[src/hw/rtl/fastcgi_record_stream_parser_unit_assert.svh]
// assertion macros used by the fastcgi record parser queue module
`ifndef FASTCGI_RECORD_STREAM_PARSER_UNIT_ASSERT_SVH
`define FASTCGI_RECORD_STREAM_PARSER_UNIT_ASSERT_SVH

// property checked on every clock edge outside reset
`define FRSP_CHECK(lbl, prop, msg) \
	lbl: assert property (@(posedge clk) disable iff (!arst_n) (prop)) \
		else $error(msg);

// property checked on every clock edge, reset included
`define FRSP_CHECK_ALWAYS(lbl, prop, msg) \
	lbl: assert property (@(posedge clk) (prop)) \
		else $error(msg);

`endif

[src/hw/rtl/frsp_pkg.sv]
// shared types and constants of the fastcgi record parser
package frsp_pkg;

	// record header and record types
	localparam int HEADER_LEN = 8;
	localparam logic [7:0] TYPE_END_REQUEST = 8'd3;
	localparam logic [7:0] TYPE_STDOUT      = 8'd6;
	localparam logic [7:0] TYPE_STDERR      = 8'd7;

	// stream kind codes on the result
	localparam logic [1:0] KIND_STDOUT = 2'd0;
	localparam logic [1:0] KIND_STDERR = 2'd1;
	localparam logic [1:0] KIND_END    = 2'd2;

	// queue between parser and output stage
	localparam int FIFO_DEPTH = 4;
	localparam int FIFO_AW    = $clog2(FIFO_DEPTH);
	localparam int FIFO_CW    = $clog2(FIFO_DEPTH + 1);

	// parser phase
	typedef enum logic [1:0] {
		PH_HEADER  = 2'd0,
		PH_CONTENT = 2'd1,
		PH_PADDING = 2'd2
	} phase_t;

	// one result request
	typedef struct packed {
		logic [7:0]  data_byte;
		logic [1:0]  kind;
		logic [15:0] request_tag;
		logic [31:0] app_status;
		logic [7:0]  protocol_status;
		logic        record_last;
	} rec_t;

endpackage

[src/hw/rtl/frsp_front.sv]
// front part: header collection, content and padding counting, result building
module frsp_front (
	input  logic            clk,
	input  logic            arst_n,
	input  logic [7:0]      stream_byte,
	input  logic            in_valid,
	input  logic            fifo_full,
	output logic            in_stall,
	output logic            push,
	output frsp_pkg::rec_t  push_rec
);

	// header byte positions
	localparam logic [2:0] HDR_TYPE    = 3'd1;
	localparam logic [2:0] HDR_REQ_HI  = 3'd2;
	localparam logic [2:0] HDR_REQ_LO  = 3'd3;
	localparam logic [2:0] HDR_LEN_HI  = 3'd4;
	localparam logic [2:0] HDR_LEN_LO  = 3'd5;
	localparam logic [2:0] HDR_PAD     = 3'd6;
	localparam logic [2:0] HDR_LAST    = 3'(frsp_pkg::HEADER_LEN - 1);
	// end body: four status bytes, then the protocol status
	localparam logic [2:0] BODY_PROTO  = 3'd4;
	localparam logic [2:0] BODY_SAT    = 3'd5;

	frsp_pkg::phase_t phase_q, phase_d;
	logic [2:0]  hdr_idx_q, hdr_idx_d;
	logic [7:0]  rec_type_q, rec_type_d;
	logic [15:0] cur_req_q, cur_req_d;
	logic [15:0] content_left_q, content_left_d;
	logic [7:0]  padding_left_q, padding_left_d;
	logic [2:0]  body_idx_q, body_idx_d;
	logic [31:0] status_q, status_d;
	logic [7:0]  proto_q, proto_d;
	logic [15:0] cl_dec;
	logic [7:0]  pl_dec;
	logic        res_valid;
	logic        accept;
	frsp_pkg::rec_t res;

	// request taken whenever the queue has room
	assign in_stall = fifo_full;
	assign accept   = in_valid && !fifo_full;
	assign push     = accept && res_valid;
	assign push_rec = res;

	// state register
	always_ff @(posedge clk or negedge arst_n) begin
		if (!arst_n) begin
			phase_q        <= frsp_pkg::PH_HEADER;
			hdr_idx_q      <= '0;
			rec_type_q     <= '0;
			cur_req_q      <= '0;
			content_left_q <= '0;
			padding_left_q <= '0;
			body_idx_q     <= '0;
			status_q       <= '0;
			proto_q        <= '0;
		end else if (accept) begin
			phase_q        <= phase_d;
			hdr_idx_q      <= hdr_idx_d;
			rec_type_q     <= rec_type_d;
			cur_req_q      <= cur_req_d;
			content_left_q <= content_left_d;
			padding_left_q <= padding_left_d;
			body_idx_q     <= body_idx_d;
			status_q       <= status_d;
			proto_q        <= proto_d;
		end
	end

	// next state and result for the byte at the input
	always_comb begin
		phase_d        = phase_q;
		hdr_idx_d      = hdr_idx_q;
		rec_type_d     = rec_type_q;
		cur_req_d      = cur_req_q;
		content_left_d = content_left_q;
		padding_left_d = padding_left_q;
		body_idx_d     = body_idx_q;
		status_d       = status_q;
		proto_d        = proto_q;
		cl_dec         = content_left_q - 16'd1;
		pl_dec         = padding_left_q - 8'd1;
		res_valid      = 1'b0;
		res            = '0;
		res.request_tag = cur_req_q;
		case (phase_q)
			frsp_pkg::PH_CONTENT: begin
				content_left_d = cl_dec;
				if (rec_type_q == frsp_pkg::TYPE_STDOUT ||
				    rec_type_q == frsp_pkg::TYPE_STDERR) begin
					res_valid       = 1'b1;
					res.data_byte   = stream_byte;
					res.kind        = (rec_type_q == frsp_pkg::TYPE_STDOUT) ?
					                  frsp_pkg::KIND_STDOUT : frsp_pkg::KIND_STDERR;
					res.record_last = (cl_dec == 16'd0);
				end else if (rec_type_q == frsp_pkg::TYPE_END_REQUEST) begin
					if (body_idx_q < BODY_PROTO) begin
						status_d = {status_q[23:0], stream_byte};
					end else if (body_idx_q == BODY_PROTO) begin
						proto_d = stream_byte;
					end
					if (cl_dec == 16'd0) begin
						res_valid           = 1'b1;
						res.kind            = frsp_pkg::KIND_END;
						res.record_last     = 1'b1;
						res.app_status      = status_d;
						res.protocol_status = proto_d;
					end
				end
				// saturating count, only positions up to the protocol byte matter
				if (body_idx_q < BODY_SAT) begin
					body_idx_d = body_idx_q + 3'd1;
				end
				if (cl_dec == 16'd0) begin
					phase_d = (padding_left_q != 8'd0) ? frsp_pkg::PH_PADDING :
					          frsp_pkg::PH_HEADER;
				end
			end
			frsp_pkg::PH_PADDING: begin
				padding_left_d = pl_dec;
				if (pl_dec == 8'd0) begin
					phase_d = frsp_pkg::PH_HEADER;
				end
			end
			default: begin
				// header phase, unused phase code acts the same
				case (hdr_idx_q)
					HDR_TYPE:   rec_type_d = stream_byte;
					HDR_REQ_HI: cur_req_d = {stream_byte, cur_req_q[7:0]};
					HDR_REQ_LO: cur_req_d = {cur_req_q[15:8], stream_byte};
					HDR_LEN_HI: content_left_d = {stream_byte, content_left_q[7:0]};
					HDR_LEN_LO: content_left_d = {content_left_q[15:8], stream_byte};
					HDR_PAD:    padding_left_d = stream_byte;
					default:    ;
				endcase
				if (hdr_idx_q == HDR_LAST) begin
					hdr_idx_d  = '0;
					body_idx_d = '0;
					status_d   = '0;
					proto_d    = '0;
					if (content_left_q != 16'd0) begin
						phase_d = frsp_pkg::PH_CONTENT;
					end else begin
						// empty end request record: event right on the header
						if (rec_type_q == frsp_pkg::TYPE_END_REQUEST) begin
							res_valid       = 1'b1;
							res.kind        = frsp_pkg::KIND_END;
							res.record_last = 1'b1;
						end
						phase_d = (padding_left_q != 8'd0) ? frsp_pkg::PH_PADDING :
						          frsp_pkg::PH_HEADER;
					end
				end else begin
					hdr_idx_d = hdr_idx_q + 3'd1;
					phase_d   = frsp_pkg::PH_HEADER;
				end
			end
		endcase
	end

endmodule

[src/hw/rtl/frsp_fifo.sv]
// short result queue between the parser and the output stage
`include "fastcgi_record_stream_parser_unit_assert.svh"

module frsp_fifo (
	input  logic            clk,
	input  logic            arst_n,
	input  logic            push,
	input  frsp_pkg::rec_t  push_rec,
	input  logic            pop,
	output logic            full,
	output logic            nonempty,
	output frsp_pkg::rec_t  head_rec
);

	localparam logic [frsp_pkg::FIFO_CW-1:0] COUNT_FULL =
		frsp_pkg::FIFO_CW'(frsp_pkg::FIFO_DEPTH);

	frsp_pkg::rec_t                mem_q [frsp_pkg::FIFO_DEPTH];
	logic [frsp_pkg::FIFO_AW-1:0]  wr_ptr_q;
	logic [frsp_pkg::FIFO_AW-1:0]  rd_ptr_q;
	logic [frsp_pkg::FIFO_CW-1:0]  count_q;
	logic [frsp_pkg::FIFO_AW-1:0]  ptr_gap;

	assign full     = (count_q == COUNT_FULL);
	assign nonempty = (count_q != '0);
	assign head_rec = mem_q[rd_ptr_q];
	assign ptr_gap  = wr_ptr_q - rd_ptr_q;

	// storage write
	always_ff @(posedge clk) begin
		if (push) begin
			mem_q[wr_ptr_q] <= push_rec;
		end
	end

	// pointers and fill count
	always_ff @(posedge clk or negedge arst_n) begin
		if (!arst_n) begin
			wr_ptr_q <= '0;
			rd_ptr_q <= '0;
			count_q  <= '0;
		end else begin
			if (push) begin
				wr_ptr_q <= wr_ptr_q + 1'b1;
			end
			if (pop) begin
				rd_ptr_q <= rd_ptr_q + 1'b1;
			end
			if (push && !pop) begin
				count_q <= count_q + 1'b1;
			end else if (pop && !push) begin
				count_q <= count_q - 1'b1;
			end
		end
	end

	`FRSP_CHECK(a_count_bound, count_q <= COUNT_FULL, "queue count above depth")
	`FRSP_CHECK(a_no_overflow, !(push && full), "push into full queue")
	`FRSP_CHECK(a_no_underflow, !(pop && !nonempty), "pop from empty queue")
	`FRSP_CHECK(a_ptr_gap, full || (ptr_gap == count_q[frsp_pkg::FIFO_AW-1:0]), "queue pointers disagree with count")

endmodule

[src/hw/rtl/frsp_back.sv]
// back part: output register that drives the result channel
module frsp_back (
	input  logic            clk,
	input  logic            arst_n,
	input  logic            fifo_nonempty,
	input  frsp_pkg::rec_t  head_rec,
	input  logic            out_stall,
	output logic            pop,
	output logic            out_valid,
	output frsp_pkg::rec_t  out_rec
);

	logic           out_valid_q;
	frsp_pkg::rec_t out_rec_q;

	// refill when empty or when the held request leaves
	assign pop       = fifo_nonempty && (!out_valid_q || !out_stall);
	assign out_valid = out_valid_q;
	assign out_rec   = out_rec_q;

	// valid flag
	always_ff @(posedge clk or negedge arst_n) begin
		if (!arst_n) begin
			out_valid_q <= 1'b0;
		end else if (!out_valid_q || !out_stall) begin
			out_valid_q <= fifo_nonempty;
		end
	end

	// payload
	always_ff @(posedge clk) begin
		if (pop) begin
			out_rec_q <= head_rec;
		end
	end

endmodule

[src/hw/rtl/fastcgi_record_stream_parser_unit.sv]
// top level of the fastcgi record stream parser
//
//  channel  | handshake            | payload
//  ---------+----------------------+--------------------------------------------
//  input    | in_valid / in_stall  | stream_byte
//  output   | out_valid / out_stall| data_byte kind request_tag app_status
//           |                      | protocol_status record_last
//
// one byte is taken per cycle while in_stall is low; the parser state updates once per taken byte
// a taken byte's result reaches out_valid through the queue write, then the output register
// reset is asynchronous, active low, and clears parser state, queue and output valid
// in_stall rises only when the four-entry result queue is full
// out_stall holds the output register; the parser keeps running until the queue fills
module fastcgi_record_stream_parser_unit (
	input  logic        clk,
	input  logic        arst_n,
	input  logic [7:0]  stream_byte,
	input  logic        in_valid,
	output logic        in_stall,
	output logic [7:0]  data_byte,
	output logic [1:0]  kind,
	output logic [15:0] request_tag,
	output logic [31:0] app_status,
	output logic [7:0]  protocol_status,
	output logic        record_last,
	output logic        out_valid,
	input  logic        out_stall
);

	logic           push;
	logic           pop;
	logic           fifo_full;
	logic           fifo_nonempty;
	frsp_pkg::rec_t push_rec;
	frsp_pkg::rec_t head_rec;
	frsp_pkg::rec_t out_rec;

	// parser
	frsp_front u_front (
		.clk         (clk),
		.arst_n      (arst_n),
		.stream_byte (stream_byte),
		.in_valid    (in_valid),
		.fifo_full   (fifo_full),
		.in_stall    (in_stall),
		.push        (push),
		.push_rec    (push_rec)
	);

	// result queue
	frsp_fifo u_fifo (
		.clk      (clk),
		.arst_n   (arst_n),
		.push     (push),
		.push_rec (push_rec),
		.pop      (pop),
		.full     (fifo_full),
		.nonempty (fifo_nonempty),
		.head_rec (head_rec)
	);

	// output stage
	frsp_back u_back (
		.clk           (clk),
		.arst_n        (arst_n),
		.fifo_nonempty (fifo_nonempty),
		.head_rec      (head_rec),
		.out_stall     (out_stall),
		.pop           (pop),
		.out_valid     (out_valid),
		.out_rec       (out_rec)
	);

	// result fields
	assign data_byte       = out_rec.data_byte;
	assign kind            = out_rec.kind;
	assign request_tag     = out_rec.request_tag;
	assign app_status      = out_rec.app_status;
	assign protocol_status = out_rec.protocol_status;
	assign record_last     = out_rec.record_last;

endmodule
[config.mk]
export PLATFORM = sky130hd
export DESIGN_NAME = fastcgi_record_stream_parser_unit
export DESIGN_NICKNAME = d
export VERILOG_FILES = /design/src/hw/rtl/frsp_pkg.sv /design/src/hw/rtl/frsp_front.sv /design/src/hw/rtl/frsp_fifo.sv /design/src/hw/rtl/frsp_back.sv /design/src/hw/rtl/fastcgi_record_stream_parser_unit.sv
export VERILOG_INCLUDE_DIRS = /design/src /design/src/hw/rtl
export SDC_FILE = /design/constraint.sdc
export NUM_CORES = 1
export LEC_CHECK = 0
export ABC_AREA = 1
export BUFFER_PORTS_ARGS = -buffer_cell sky130_fd_sc_hd__buf_2
export CAP_MARGIN = 10
export CORE_MARGIN = 5
export CORE_UTILIZATION = 36
export DETAILED_ROUTE_END_ITERATION = 12
export PLACE_DENSITY = 0.55
export SLEW_MARGIN = 5
export SYNTH_ARGS = -nofsm -noshare
export SYNTH_HDL_FRONTEND = slang
export SYNTH_SLANG_ARGS = --single-unit
[constraint.sdc]
create_clock -name clk -period 11.04 [get_ports clk]
set_input_delay 1.104 -clock clk [delete_from_list [all_inputs] [get_ports clk]]
set_output_delay 1.104 -clock clk [all_outputs]
set_load 0.03 [all_outputs]
==> results of run 1 <==
[critical path, delay by kind of cell (launching register included)]
family                     cells  cell delay [ns]
adders and majority gates      1             0.21
buffers and inverters          2             0.92
and+or+nand+nor               10             1.54
DFF                            1             0.43
xor gates and xnor gates       1             0.15
[per-stage QoR]
stage / setup WS (ns) / instances / util, %
5_1_grt: 6.96 / 2277 / 41.7
2_1_floorplan: 6.04 / 1506 / -
4_1_cts: 7.25 / 2277 / 41.7
6_report: 7.34 / 2277 / 41.7
3_3_place_gp: 7.29 / 2189 / 38.6
3_5_place_dp: 7.29 / 2189 / 38.6
[placed cells by master (no fill, tap or decap), types with 5 or more instances in the layout]
| master | instances |
|---|---|
| a21oi_1 | 47 |
| a31oi_1 | 11 |
| buf_2 | 79 |
| buf_4 | 18 |
| clkbuf_1 | 12 |
| clkbuf_16 | 48 |
| clkinv_1 | 9 |
| clkinv_2 | 6 |
| dfrtp_1 | 102 |
| edfxtp_1 | 335 |
| ha_1 | 21 |
| inv_1 | 83 |
| nand2_1 | 166 |
| nand3_1 | 19 |
| nand4_1 | 5 |
| nor2_1 | 196 |
| nor2_2 | 45 |
| nor2_4 | 5 |
| nor3_1 | 9 |
| o211ai_1 | 6 |
| o21ai_0 | 263 |
| o22ai_1 | 74 |
| xor2_1 | 10 |
[per-layer routing]
| layer | track usage, % | share of wire [%] |
|---|---|---|
| met1 | 21.6 | 47 |
| met2 | 23.9 | 46 |
| met3 | 2.57 | 5.0 |
| met4 | 4.30 | 2.2 |
| met5 | 0 | 0 |
[state kept, by name (all words and copies together), names as in the netlist]
name / count
u_back.out_rec: 67
u_back.out_valid: 1
u_fifo.count_q: 3
u_fifo.mem_q: 268
u_fifo.rd_ptr_q: 2
u_fifo.wr_ptr_q: 2
u_front.body_idx_q: 3
u_front.content_left_q: 16
u_front.cur_req_q: 16
u_front.hdr_idx_q: 3
u_front.padding_left_q: 8
u_front.phase_q: 2
u_front.proto_q: 8
u_front.rec_type_q: 8
u_front.status_q: 32
[cell type report]
class,instances,area share [%]
multi-input combinational,901,22.3
inverter,88,1.62
timing repair buffer,97,2.60
clock inverter,24,0.963
clock buffer,64,6.38
sequential,439,62.1
tap,664,4.07
[path summary, 6_finish.rpt]
check / slack [ns] / end
setup / recovery: 7.34 / u_fifo.mem_q[0][19]$_DFFE_PP_
hold / removal: 0.48 / u_front.status_q[30]$_DFFE_PN0P_
setup reg to reg: 7.34 / u_fifo.mem_q[0][19]$_DFFE_PP_
hold reg to reg: 0.48 / u_front.status_q[30]$_DFFE_PN0P_
max in group asynchronous: 9.12 / u_fifo.rd_ptr_q[0]$_DFFE_PN0P_
min in group asynchronous: 0.56 / u_front.content_left_q[0]$_DFFE_PN0P_
[power by group through the flow]
| stage | logic, uW | clock network [uW] | registers [uW] |
|---|---|---|---|
| 3_5_place_dp | 1550 | 0 | 2340 |
| 3_3_place_gp | 1540 | 0 | 2330 |
| 2_1_floorplan | 854 | 0 | 2540 |
| 6_report | 1520 | 1510 | 2300 |
| 4_1_cts | 1560 | 1550 | 2300 |
| 5_1_grt | 1700 | 1620 | 2340 |
[cell usage after synthesis (all sizes together)]
master  number
or2          3
o22ai       74
inv         86
a22oi        2
nand2      170
buf          7
nand3b       3
o31ai        1
nand4        5
nor2       246
fa           1
xor2        10
xnor2        4
nor3        10
clkinv       2
clkbuf      71
nor4         3
dfrtp      104
nand3       19
edfxtp     335
ha          21
o21ai      264
a21oi       47
a211oi       1
a31oi       11
o211ai       6
[logic make-up after synthesis]
logic type | after synthesis | share of synthesized area [%]
simple gates | 459 | 10.8
flops | 439 | 71.0
compound gates | 406 | 12.2
buf+inv | 166 | 3.67
fa+ha+maj | 22 | 1.59
xor+xnor | 14 | 0.688
==> impl_metrics.tcl, run 1 <==
set metrics [dict create \
    status "completed" \
    fin_hold_ws_ns 0.479 \
    hold_depth 2 \
    ys_types 34 \
    wirelength_mm 40.8 \
    vias 11292 \
    timing.rr.start "u_front.content_left_q[0]$_DFFE_PN0P_" \
    path_clk_slew_ns 0.06 \
    cts_hold_buf 0 \
    min_from "u_front.status_q[30]$_DFFE_PN0P_" \
    combPwrFrac_pct 28.6 \
    post-dp-hpwl_mm 23.5 \
    path_cells "inv_2 > ha_1 > nand2_2 > nor2_2 > xnor2_1 > nand2_1 > nor3_1 > nand3_1 > nand2_1 > nand2_1 > nand2_2 > nand2_2 > nor2_4 > buf_4" \
    fp.dieH_microns 233 \
    syn_to_final_growth_pct 14.5 \
    ys_seq_area_share_pct 71.0 \
    tns_ns 0 \
    p_switching_uw 1920 \
    report.final.slew_viol_count 0 \
    end_kind "flip-flop" \
    grt_pass1_wl_mm 64.0 \
    drc 0 \
    power_per_cell_area_nw_per_um2 262 \
    post_cts_buffers 0 \
    grt_pass1_vias 10977 \
    setup_viol 0 \
    clk_latency_ns 0.58 \
    power_uw 5340 \
    fp.dieW_microns 233 \
    worstMarginPinSlew_ns 1.16 \
    clockPowerShare_pct 28.3 \
    seqCellArea_sq_um 12700 \
    netlist_instances 1506 \
    multi_input_comb_area_sq_um 4550 \
    first_pass_iters 5 \
    fin_crit_sh_pct 33.5 \
    cp_slowest_cell "buf_4" \
    place_area_sq_um 18900 \
    yosys-top-cells-area "edfxtp_1, dfrtp_1, o21ai_0" \
    die-area_sq_um 54100 \
    synth_area_leader_cell "edfxtp_1" \
    grt_setup_unrepaired "no" \
    synth_fp_nets 1540 \
    max_cap_violations 0 \
    worst_ep_arrival_time_ns 3.88 \
    hold_viol 0 \
    cts_resized 0 \
    rows 81 \
    antenna_found_initial 0 \
    p_int_uw 3410 \
    gp_congestion 0.859 \
    nFillCells 4611 \
    reg2reg_depth 14 \
    nets 1608 \
    avgSynthCellArea_sq_um 11.8 \
    fin_skew_ns 0.0236 \
    clk_path_buf_depth 3 \
    io_pins 81 \
    switching_share_pct 36.1 \
    cp-startpoint "u_front.content_left_q[0]$_DFFE_PN0P_" \
    syn-cell-area_sq_um 17800 \
    grt_util_all_layers_pct 15.1 \
    cts_buffers 47 \
    cp.required_ns 11.22 \
    postRouteAntennaNets 0 \
    start_kind "flip-flop" \
    cp_max_fo 56 \
    cts_sinks 439 \
    antenna_cells 0 \
    core_sq_um 49000 \
    clockRootBuffer "clkbuf_16" \
    drtIter0Drc 878 \
    numPortBuffers 80 \
    wire_per_inst_microns 17.9 \
    drive_gt1_share_pct 14.3 \
    grt_max_degree 109 \
    period_minus_slack_ns 3.70 \
    p_leak_uw 0.00726 \
    ys_warn_count 0 \
    vias_per_cell 4.96 \
    initial_core_util_pct 36.4 \
    synth_top_area_share_pct 56.4 \
    grt_remaining_overflow 0 \
    fmax_ghz 0.270 \
    slew_headroom_pct 22.9 \
    worst-setup-path-type "reg -> reg" \
    htree_levels 2 \
    cpPeakStageDelay_ns 0.77 \
    hold_class "reg -> reg" \
    pwr-share-seq_pct 43.1 \
    design_area_sq_um 20400 \
    cts_tree "yes" \
    max-vdd-ir-drop_mv 0.112 \
    synth-seq-cells 439 \
]
(Power assumes the default switching activity.)
==> inputs of run 2 (changes only) <==
--- a/config.mk
+++ b/config.mk
@@ -12,7 +12,7 @@
 export CORE_MARGIN = 5
 export CORE_UTILIZATION = 36
 export DETAILED_ROUTE_END_ITERATION = 12
-export PLACE_DENSITY = 0.55
+export PLACE_DENSITY = 0.57
 export SLEW_MARGIN = 5
 export SYNTH_ARGS = -nofsm -noshare
 export SYNTH_HDL_FRONTEND = slang
==> constraint.sdc (replaced) <==
create_clock -name clk -period 3.25 [get_ports clk]
set_input_delay 0.325 -clock clk [delete_from_list [all_inputs] [get_ports clk]]
set_output_delay 0.325 -clock clk [all_outputs]
set_load 0.03 [all_outputs]
==> impl_metrics.tcl, run 2 (synthesis results as in run 1) <==
set metrics [dict create \
    status "completed" \
    fin_skew_ns 0.0103 \
    final_common_cell "edfxtp_1" \
    slew_headroom_pct 32.2 \
    report.final.slew_viol_count 0 \
    clk_path_buf_depth 3 \
    fmax_ghz 0.343 \
    grt_pass1_wl_mm 64.0 \
    period_minus_slack_ns 2.92 \
    largest_register "u_fifo.mem_q" \
    power_per_cell_area_nw_per_um2 881 \
    antenna_cells 0 \
    wire_per_inst_microns 17.6 \
    cp.required_ns 3.71 \
    htree_levels 2 \
    drtIter0Drc 827 \
    grt_max_degree 136 \
    cp_slowest_cell "dfrtp_2" \
    cts_buffers 46 \
    max_cap_violations 0 \
    path_clk_slew_ns 0.06 \
    fin_crit_sh_pct 89.8 \
    placed_cells_incl_taps 2201 \
    vias 11347 \
    rows 81 \
    vias_per_cell 4.96 \
    path_cells "inv_2 > buf_4 > nand2_2 > nor2_4 > nand2_1 > nand2_1 > nand2_1 > nor2_1 > nand2_1 > nor2_1 > nand3_1 > nand2_1 > nand2_1 > nand2_2 > nand2_2 > inv_1 > ha_1 > inv_1 > fa_2 > a21oi_1 > o21ai_1 > xnor2_1" \
    end_kind "flip-flop" \
    layout_common_cells "edfxtp_1, o21ai_0, nor2_1, nand2_1, dfrtp_1" \
    start_kind "flip-flop" \
    clk_latency_ns 0.57 \
    cts_sinks 439 \
    fp.dieW_microns 233 \
    initial_core_util_pct 36.4 \
    post-dp-hpwl_mm 24.0 \
    worst_ep_arrival_time_ns 3.38 \
    io_pins 81 \
    largest_reg_flops 268 \
    p_leak_uw 0.00736 \
    numPortBuffers 80 \
    first_pass_iters 5 \
    max-vdd-ir-drop_mv 0.452 \
    tns_ns 0 \
    grt_setup_unrepaired "no" \
    hold_class "in -> reg" \
    postRouteAntennaNets 0 \
    nets 1622 \
    cp-startpoint "u_front.content_left_q[0]$_DFFE_PN0P_" \
    grt_remaining_overflow 0 \
    syn_to_final_growth_pct 16.0 \
    min_from "stream_byte[0]" \
    crit_path_frequent_cell "nand2_1" \
    core_sq_um 49000 \
    wirelength_mm 40.3 \
    worstMarginPinSlew_ns 1.02 \
    cts_tree "yes" \
    clockRootBuffer "clkbuf_16" \
    hold_viol 0 \
    grt_util_all_layers_pct 15.0 \
    timing.rr.start "u_front.content_left_q[0]$_DFFE_PN0P_" \
    fp.dieH_microns 233 \
    drive_gt1_share_pct 15.6 \
    setup_viol 0 \
    worst-setup-path-type "reg -> reg" \
    reg2reg_depth 22 \
    gp_congestion 0.843 \
    cp_max_fo 6 \
    nFillCells 4530 \
    hold_depth 3 \
    antenna_found_initial 0 \
    die-area_sq_um 54100 \
    grt_pass1_vias 11220 \
    fin_hold_ws_ns 0.0923 \
    final_cells 2290 \
    cpPeakStageDelay_ns 0.42 \
    drc 0 \
]
## run 2: cell types whose count changed in the layout (fill, tap and decap cells not counted), sizes merged
| cell | change |
|---|---|
| clkinvlp | -2 |
| inv | +2 |
| buf | +13 |
| dlygate4sd3 | +2 |
| clkbuf | -5 |
| clkinv | +3 |
## run 2: cell type report
type                            count  area, sq um  area share [%]
Clock buffer                       59         1240            6.01
Multi-Input combinational cell    901         4600            22.3
Inverter                           88          332            1.60
Sequential cell                   439        12700            61.3
Clock inverter                     27          213            1.03
Tap cell                          664          831            4.02
Timing Repair Buffer              112          786            3.80
## run 2: where the power goes
part,leakage [uW],switching (uW),internal [uW]
combinational,0.00225,3860,1540
clock,0.000708,2160,2880
sequential,0.00440,571,7210
## run 2: routing by layer
layer  GRT usage, %  up-vias  wire [microns]
li1               -     5489               -
met1           20.6     5542           18100
met2           24.3      251           19000
met3           2.72       65            2050
met4           5.28        0            1170
met5              0        -               0
## run 2: per-stage QoR
step / setup slack, ns / instance area (sq um) / util (%) / total power (uW)
2_1_floorplan: -0.650 / 17800 / - / 11500
3_3_place_gp: 0.137 / 19100 / 39.1 / 13200
3_5_place_dp: 0.113 / 19100 / 39.1 / 13300
4_1_cts: 0.108 / 20600 / 42.1 / 18400
5_1_grt: 0.0435 / 20700 / 42.2 / 19300
6_report: 0.333 / 20700 / 42.2 / 18200
## run 2: what timing repair did
action | CTS | global route
endpoints found under the setup margin | 0 | 43
gates resized for setup | 0 | 18
buffers inserted | 0 | 1
endpoints found under the hold margin | 72 | 0
hold buffers | 2 | 0
## run 2: path summary, 6_finish.rpt
kind / to / slack (ns)
setup / recovery: u_fifo.count_q[2]$_DFFE_PN0P_ / 0.33
hold / removal: u_front.content_left_q[8]$_DFFE_PN0P_ / 0.09
min in group asynchronous: u_front.content_left_q[6]$_DFFE_PN0P_ / 0.48
setup reg to reg: u_fifo.count_q[2]$_DFFE_PN0P_ / 0.33
hold reg to reg: u_front.proto_q[6]$_DFFE_PN0P_ / 0.48
max in group asynchronous: u_front.status_q[27]$_DFFE_PN0P_ / 1.92
## run 2: critical path, delay by kind of cell (launching register included)
| family | cells | cell delay [ns] |
|---|---|---|
| simple gates | 13 | 1.15 |
| compound gates | 2 | 0.23 |
| xor+xnor | 1 | 0.12 |
| fa+ha+maj | 2 | 0.52 |
| buf+inv | 4 | 0.36 |
| flops | 1 | 0.42 |
